--- src/rtl/core/tt_pkg.sv ---
// Shared types and constants of the tap tempo tracker.
// No dependencies; imported by tt_divider and tap_tempo_tracker.
`timescale 1ns / 1ps

package tt_pkg;

  // Default interval counter width.
  localparam int COUNT_BITS_DEF = 21;

  // The dividend sample_rate * 15360 fits in 32 bits for any 18-bit rate.
  localparam int NUM_BITS = 32;

  localparam int RATE_BITS = 18;
  localparam int LIMIT_BITS = 20;
  localparam int CFG_DATA_BITS = 20;
  localparam int CFG_IDX_BITS = 2;
  localparam int BLK_BITS = 11;
  localparam int TEMPO_BITS = 16;
  localparam int POS_BITS = 19;

  // Register indexes.
  localparam logic [CFG_IDX_BITS-1:0] REG_SAMPLE_RATE = 2'd0;
  localparam logic [CFG_IDX_BITS-1:0] REG_MIN_INTERVAL = 2'd1;
  localparam logic [CFG_IDX_BITS-1:0] REG_TIMEOUT = 2'd2;

  // Register reset values.
  localparam logic [RATE_BITS-1:0] SAMPLE_RATE_RESET = 18'd48000;
  localparam logic [LIMIT_BITS-1:0] MIN_INTERVAL_RESET = 20'd2400;
  localparam logic [LIMIT_BITS-1:0] TIMEOUT_RESET = 20'd144000;

  // Tempo in Q8.8 BPM: 120 at reset, clamped to 40..240.
  localparam logic [TEMPO_BITS-1:0] TEMPO_RESET = 16'd30720;
  localparam logic [TEMPO_BITS-1:0] TEMPO_MIN = 16'd10240;
  localparam logic [TEMPO_BITS-1:0] TEMPO_MAX = 16'd61440;

  typedef struct packed {
    logic                tap_edge;
    logic [BLK_BITS-1:0] block_samples;
  } tt_in_t;

  typedef struct packed {
    logic [TEMPO_BITS-1:0] tempo_q8;
    logic [POS_BITS-1:0]   period_samples;
    logic [POS_BITS-1:0]   pulse_position;
    logic                  tapping_now;
  } tt_out_t;

  typedef struct packed {
    logic busy;
    logic done;
  } div_stat_t;

endpackage

--- src/rtl/core/tt_divider.sv ---
// Restoring serial divider, one quotient bit per cycle.
// Depends on tt_pkg for NUM_BITS, the default width and the status struct.
`timescale 1ns / 1ps

module tt_divider #(
  parameter int DIV_BITS = tt_pkg::COUNT_BITS_DEF
) (
  input  logic                        clk,
  input  logic                        rst,
  input  logic                        start,
  input  logic [tt_pkg::NUM_BITS-1:0] numer,
  input  logic [DIV_BITS-1:0]         divisor,
  output tt_pkg::div_stat_t           stat,
  output logic [tt_pkg::NUM_BITS-1:0] quotient
);
  import tt_pkg::*;

  localparam int STEP_W = $clog2(NUM_BITS);

  logic                busy;
  logic                done;
  logic [STEP_W-1:0]   step;
  logic [DIV_BITS-1:0] rem;
  logic [NUM_BITS-1:0] acc;
  logic [DIV_BITS-1:0] dvs;
  logic                dvs_zero;

  logic [DIV_BITS+1:0] trial;
  logic [DIV_BITS:0]   shifted;
  logic                ge;

  assign shifted = {rem, acc[NUM_BITS-1]};
  assign trial   = {1'b0, shifted} - {2'b00, dvs};
  assign ge      = !trial[DIV_BITS+1];

  always_ff @(posedge clk) begin
    if (rst) begin
      busy <= 1'b0;
      done <= 1'b0;
    end else begin
      done <= busy && (step == '0);
      if (start) begin
        busy <= 1'b1;
      end else if (busy && (step == '0)) begin
        busy <= 1'b0;
      end
    end
  end

  always_ff @(posedge clk) begin
    if (start) begin
      step     <= STEP_W'(NUM_BITS - 1);
      rem      <= '0;
      acc      <= numer;
      dvs      <= divisor;
      dvs_zero <= (divisor == '0);
    end else if (busy) begin
      step <= step - 1'b1;
      acc  <= {acc[NUM_BITS-2:0], ge};
      rem  <= ge ? trial[DIV_BITS-1:0] : shifted[DIV_BITS-1:0];
    end
  end

  // Division by zero reports zero.
  assign quotient  = dvs_zero ? '0 : acc;
  assign stat.busy = busy;
  assign stat.done = done;

  a_start_idle: assert property (@(posedge clk) disable iff (rst) start |-> !busy)
    else $error("divider restarted while busy");
  a_start_busy: assert property (@(posedge clk) disable iff (rst) start |=> busy)
    else $error("divider did not start");
  a_done_idle: assert property (@(posedge clk) disable iff (rst) done |-> !busy)
    else $error("divider done while still stepping");

endmodule

--- src/rtl/core/tap_tempo_tracker.sv ---
// Top level of the tap tempo tracker: sequencer, state and handshakes.
// Depends on tt_pkg and tt_divider.
`timescale 1ns / 1ps
//
//  channel  dir   handshake              payload
//  -------  ----  ---------------------  --------------------------------------
//  in       in    in_valid / in_stall    tt_in_t: tap_edge, block_samples
//  out      out   out_valid / out_stall  tt_out_t: tempo, period, position, tap
//  cfg      in    cfg_we                 cfg_index, cfg_data (20 bits)
//
//  Each item transfers in, then runs one 32-step division for the beat period
//  (tempo register into sample_rate * 15360) and, when a tap is taken, a
//  second 32-step division for the new tempo. Both share one serial divider,
//  so the tempo division follows the period division, and out_stall can
//  add a wait. in_stall is high from the transfer until the result is
//  loaded into the output register; the next item transfers while that
//  result still waits. Reset is synchronous and needs no clearing pass.

module tap_tempo_tracker #(
  parameter int COUNT_BITS = tt_pkg::COUNT_BITS_DEF
) (
  input  logic                             clk,
  input  logic                             rst,
  input  logic                             in_valid,
  output logic                             in_stall,
  input  tt_pkg::tt_in_t                   in_data,
  output logic                             out_valid,
  input  logic                             out_stall,
  output tt_pkg::tt_out_t                  out_data,
  input  logic                             cfg_we,
  input  logic [tt_pkg::CFG_IDX_BITS-1:0]  cfg_index,
  input  logic [tt_pkg::CFG_DATA_BITS-1:0] cfg_data
);
  import tt_pkg::*;

  localparam int DIV_BITS = (COUNT_BITS > TEMPO_BITS) ? COUNT_BITS : TEMPO_BITS;

  localparam logic [1:0] S_IDLE   = 2'd0;
  localparam logic [1:0] S_PERIOD = 2'd1;
  localparam logic [1:0] S_TEMPO  = 2'd2;
  localparam logic [1:0] S_OUT    = 2'd3;

  // Configuration registers.
  logic [RATE_BITS-1:0]  sample_rate;
  logic [LIMIT_BITS-1:0] min_interval;
  logic [LIMIT_BITS-1:0] timeout_samples;

  // Tracker state.
  logic [1:0]            state;
  logic [COUNT_BITS-1:0] interval_count;
  logic                  tap_active;
  logic                  average_active;
  logic [TEMPO_BITS-1:0] tempo_reg;
  logic [POS_BITS-1:0]   beat_position;

  // Per-item working registers.
  logic                  edge_q;
  logic [POS_BITS-1:0]   pos_start;
  logic [NUM_BITS-1:0]   period;

  logic                  in_take;
  logic                  div_start;
  logic [DIV_BITS-1:0]   div_divisor;
  div_stat_t             div_stat;
  logic [NUM_BITS-1:0]   quot;
  logic [NUM_BITS-1:0]   numer;
  logic [RATE_BITS+3:0]  rate_x15;

  logic [COUNT_BITS:0]   count_sum;
  logic [COUNT_BITS-1:0] count_sat;
  logic                  tap_take;
  logic                  timed_out;
  logic [NUM_BITS:0]     avg_sum;
  logic [NUM_BITS-1:0]   tempo_raw;
  logic [TEMPO_BITS-1:0] tempo_next;

  assign in_stall = (state != S_IDLE);
  assign in_take  = in_valid && !in_stall;

  // sample_rate * 15360 = (sample_rate * 15) << 10
  assign rate_x15 = {sample_rate, 4'b0000} - {4'b0000, sample_rate};
  assign numer    = {rate_x15, 10'b0};

  // Saturating interval count after adding this block.
  assign count_sum = {1'b0, interval_count} + (COUNT_BITS + 1)'(in_data.block_samples);
  assign count_sat = count_sum[COUNT_BITS] ? '1 : count_sum[COUNT_BITS-1:0];

  assign tap_take  = tap_active && edge_q &&
                     (NUM_BITS'(interval_count) > NUM_BITS'(min_interval));
  assign timed_out = !edge_q && (NUM_BITS'(interval_count) > NUM_BITS'(timeout_samples));

  // New tempo: average with the old one after the first interval, then clamp.
  assign avg_sum   = {1'b0, quot} + (NUM_BITS + 1)'(tempo_reg);
  assign tempo_raw = average_active ? avg_sum[NUM_BITS:1] : quot;

  always_comb begin
    priority if (tempo_raw < NUM_BITS'(TEMPO_MIN)) begin
      tempo_next = TEMPO_MIN;
    end else if (tempo_raw > NUM_BITS'(TEMPO_MAX)) begin
      tempo_next = TEMPO_MAX;
    end else begin
      tempo_next = tempo_raw[TEMPO_BITS-1:0];
    end
  end

  // Divider is started with the tempo on transfer, with the count for a tap.
  assign div_start   = in_take || ((state == S_PERIOD) && div_stat.done && tap_take);
  assign div_divisor = in_take ? DIV_BITS'(tempo_reg) : DIV_BITS'(interval_count);

  tt_divider #(
    .DIV_BITS (DIV_BITS)
  ) u_div (
    .clk      (clk),
    .rst      (rst),
    .start    (div_start),
    .numer    (numer),
    .divisor  (div_divisor),
    .stat     (div_stat),
    .quotient (quot)
  );

  // Configuration writes.
  always_ff @(posedge clk) begin
    if (rst) begin
      sample_rate     <= SAMPLE_RATE_RESET;
      min_interval    <= MIN_INTERVAL_RESET;
      timeout_samples <= TIMEOUT_RESET;
    end else if (cfg_we) begin
      unique case (cfg_index)
        REG_SAMPLE_RATE:  sample_rate     <= cfg_data[RATE_BITS-1:0];
        REG_MIN_INTERVAL: min_interval    <= cfg_data[LIMIT_BITS-1:0];
        REG_TIMEOUT:      timeout_samples <= cfg_data[LIMIT_BITS-1:0];
        default: ;
      endcase
    end
  end

  // Sequencer and tracker state.
  always_ff @(posedge clk) begin
    if (rst) begin
      state          <= S_IDLE;
      interval_count <= '0;
      tap_active     <= 1'b0;
      average_active <= 1'b0;
      tempo_reg      <= TEMPO_RESET;
      beat_position  <= '0;
      out_valid      <= 1'b0;
    end else begin
      // Drop valid after its transfer unless a new result is loaded now.
      if (out_valid && !out_stall && (state != S_OUT)) begin
        out_valid <= 1'b0;
      end
      unique case (state)
        S_IDLE: begin
          // Latch the block and advance both counters at the transfer.
          if (in_take) begin
            edge_q         <= in_data.tap_edge;
            pos_start      <= beat_position;
            interval_count <= count_sat;
            beat_position  <= beat_position + POS_BITS'(in_data.block_samples);
            state          <= S_PERIOD;
          end
        end
        S_PERIOD: begin
          if (div_stat.done) begin
            period <= quot;
            // The pulse wraps on the period from the tempo at block start.
            if (NUM_BITS'(beat_position) >= quot) begin
              beat_position <= '0;
            end
            priority if (tap_take) begin
              state <= S_TEMPO;
            end else if (tap_active) begin
              // Early tap is ignored; without a tap the timeout may end tapping.
              if (timed_out) begin
                tap_active     <= 1'b0;
                average_active <= 1'b0;
                interval_count <= '0;
              end
              state <= S_OUT;
            end else begin
              if (edge_q) begin
                tap_active     <= 1'b1;
                average_active <= 1'b0;
                interval_count <= '0;
              end
              state <= S_OUT;
            end
          end
        end
        S_TEMPO: begin
          if (div_stat.done) begin
            tempo_reg      <= tempo_next;
            average_active <= 1'b1;
            interval_count <= '0;
            state          <= S_OUT;
          end
        end
        S_OUT: begin
          // Hold until the output register is free.
          if (!out_valid || !out_stall) begin
            out_valid <= 1'b1;
            state     <= S_IDLE;
          end
        end
        default: state <= S_IDLE;
      endcase
    end
  end

  always_ff @(posedge clk) begin
    if ((state == S_OUT) && (!out_valid || !out_stall)) begin
      out_data.tempo_q8       <= tempo_reg;
      out_data.period_samples <= period[POS_BITS-1:0];
      out_data.pulse_position <= pos_start;
      out_data.tapping_now    <= tap_active;
    end
  end

  a_done_in_wait: assert property (@(posedge clk) disable iff (rst)
    div_stat.done |-> (state == S_PERIOD) || (state == S_TEMPO))
    else $error("divider result arrived outside a wait state");
  a_take_starts: assert property (@(posedge clk) disable iff (rst)
    in_take |=> (state == S_PERIOD) && div_stat.busy)
    else $error("transfer did not start the period division");
  a_tempo_range: assert property (@(posedge clk) disable iff (rst)
    (tempo_reg >= TEMPO_MIN) && (tempo_reg <= TEMPO_MAX))
    else $error("tempo left the clamp range");
  a_avg_needs_tap: assert property (@(posedge clk) disable iff (rst)
    !tap_active |-> !average_active)
    else $error("averaging active outside tapping mode");

endmodule
--- config.mk ---
export PLATFORM = sky130hd
export DESIGN_NAME = tap_tempo_tracker
export DESIGN_NICKNAME = d
export VERILOG_FILES = /design/src/rtl/core/tt_pkg.sv /design/src/rtl/core/tt_divider.sv /design/src/rtl/core/tap_tempo_tracker.sv
export SDC_FILE = /design/constraint.sdc
export NUM_CORES = 1
export LEC_CHECK = 0
export CAP_MARGIN = 20
export CORE_MARGIN = 4
export CORE_UTILIZATION = 30
export DETAILED_ROUTE_END_ITERATION = 16
export DONT_BUFFER_PORTS = 1
export PLACE_DENSITY = 0.52
export RECOVER_POWER = 50
export SLEW_MARGIN = 20
export SYNTH_ARGS = -nofsm -noshare
export SYNTH_HDL_FRONTEND = slang
export SYNTH_HIERARCHICAL = 1
export SYNTH_SLANG_ARGS = --single-unit
--- constraint.sdc ---
create_clock -name clk -period 11.1 [get_ports clk]
set_input_delay 0.555 -clock clk [delete_from_list [all_inputs] [get_ports clk]]
set_output_delay 0.555 -clock clk [all_outputs]
set_load 0.05 [all_outputs]
==> results.md <==
- Outcome: finished with violations
- Failing checks: max-capacitance violations, max-slew violations
- Crit path from: u_div/dvs_zero
- Fmax: around 200 MHz
- Setup bufs post-CTS: 0
- Setup crit end kind: flop
- Maximum vdd drop: between 0.0001 and 0.00015 V
- Pre-Repair DR Iteration Count: 5
- Total Wirelength: 51000 um
- Die W: approximately 250 um
- Root buf cell: clkbuf_16
- Final non-filler cell total: 2608
- Worst hold-check path type: in -> reg
- Slowest stage cell, crit path: clkbuf_1
- Worst Path Max Fanout: 23
- Reg clk slew, reported paths: 0.07 ns
- Worst EP required: 11.52 ns
- Core area: roughly 58000 um^2
- Slew HR: -1.20
- Core Rows: 88
- Post-DP HPWL: 38500 um
- Fraction of layout cells with a size suffix above 1: 0.0895
- Area Growth Syn to Fin: 11.8%
- Number of remaining DRC errors: 0
- Synth Instances: approximately 1800
- Ant. Diodes: 0
- Post-DR vias/cell: between 5 and 6
- Port Buffers: 0
- Worst R2R Start: u_div/dvs_zero
- Ports: 96
- Synth Cell Area: about 17000 um^2
- Fin nets: 1998
- Setup CP Type: reg -> reg
- DR vias: 13500
- Longest Clk Path Bufs: 3
- Layout Utilization: 0.338
- Cts repair resizes: 0
- Largest register FFs: 55
- # setup viols final: 0
- Largest net degree at the start of global routing: 103
- Max Cap Viol: 1
- Routed Antenna Nets: 0
- CTS Buf Count: 37
- H-tree levels: 2
- Final min period: 5.09 ns
- Setup TNS: 0 ns
- Final worst slack: 6.01 ns
- Hold path startpoint: in_data[11]
- Hold Fails Final Rpt: 0
- Vias in the first global route: 13000
- Syn Area/Cell: between 9 and 10 um^2
- CTS tree: yes
- Top reg by flops: out_data
- Layout Skew: 0.0234 ns
- Crit start category: flop
- Critical Path, Cell by Cell: clkbuf_1, nor2b_1, and2_1, fa_1, a211oi_2, o21a_1, nor2_1, a221o_1, xnor2_1, mux2i_1, nor4b_2, o31a_1, o31ai_1
- Hold-fix buffers at CTS: 0
- Crit path DAT: 5.51 ns
- Clock sinks: between 200 and 300
- Worst slew pin tran: roughly 3.3 ns
- Die area: 62000 um^2
- Gr usage total: 0.159
- DP Worst Slack: ~6.3 ns
- Clock latency at the later pin of the worst-skew pair: 0.56 ns
- PD cells: about 250 nW/um^2
- Initial DRC count: 890
- RSZ-0062 raised after global routing: no
- Fin. max-slew vios: between 50 and 60
- Leading registers by flop count: out_data x55, u_div/acc x32
- Fin crit share: 0.459
- Highest cell delay on the worst timing path: roughly 0.8 ns
- Synth warn: 6
- Leak: 7.45 nW
- Initial Util: 0.303
- Placed cells: 2541
- Global route overflow: 0
- Initial antenna violation count: 0
- Chip Height: roughly 250 um
- # fillers: 5879
- GPL Wtd Cong: around 0.89
- First-pass GRT wire length: 78100 um
- DR WL/cell: approximately 20 um
report_power, final:
| part | internal (mW) | switching (mW) | leakage (nW) |
|---|---|---|---|
| clock network | 0.780 | 0.493 | 0.627 |
| logic | 0.765 | 1.20 | 4.27 |
| registers | 1.41 | 0.262 | 2.56 |
critical path, delay by kind of cell, from the launching register on:
kind            cells  cell delay, ns
flops               1            0.58
fa+ha+maj           1            0.43
xor+xnor            1            0.16
compound gates      5            1.64
mux                 1            0.25
simple gates        4            1.09
buf+inv             1            0.80
per-stage QoR:
| step | power (mW) | area [um^2] | hold WS, ns |
|---|---|---|---|
| 2_1_floorplan | 3.12 | 17500 | 0.400 |
| 3_3_place_gp | 3.63 | 18200 | 0.409 |
| 3_5_place_dp | 3.66 | 18200 | 0.405 |
| 4_1_cts | 4.95 | 19500 | 0.0588 |
| 5_1_grt | 5.23 | 19500 | 0.0695 |
| 6_report | 4.92 | 19500 | 0.0865 |
metal layers:
layer	track usage	part of all wire
met1	0.199	0.44
met3	0.0419	0.059
met5	0	0
met4	0.0547	0.035
met2	0.266	0.47
cell type report:
| class | instances | area (um^2) | share of cell area |
|---|---|---|---|
| multi-input combinational | 1335 | 9280 | 0.476 |
| tap | 765 | 957 | 0.0491 |
| clock inverter | 17 | 205 | 0.0105 |
| sequential | 295 | 7390 | 0.379 |
| inverter | 136 | 510 | 0.0262 |
| timing repair buffer | 11 | 71.3 | 0.00366 |
| clock buffer | 49 | 1080 | 0.0553 |
cells in the final DEF (no fill, tap or decap), types with 49 or more instances in the layout:
cell,instances
o21ai_0,50
xnor2_1,53
mux2_2,49
nor2_1,133
dfxtp_1,147
inv_1,136
ha_1,139
edfxtp_1,148
a21oi_1,162
nand2_1,180
final timing paths:
path	endpoint	slack, ns	cells after the start
max reg2reg	tempo_reg[0]	6.01	13
min reg2reg	out_data[30]	0.42	0
max	tempo_reg[0]	6.01	13
min	edge_q	0.09	0
Note: power is estimated with default switching activity, not from simulation.
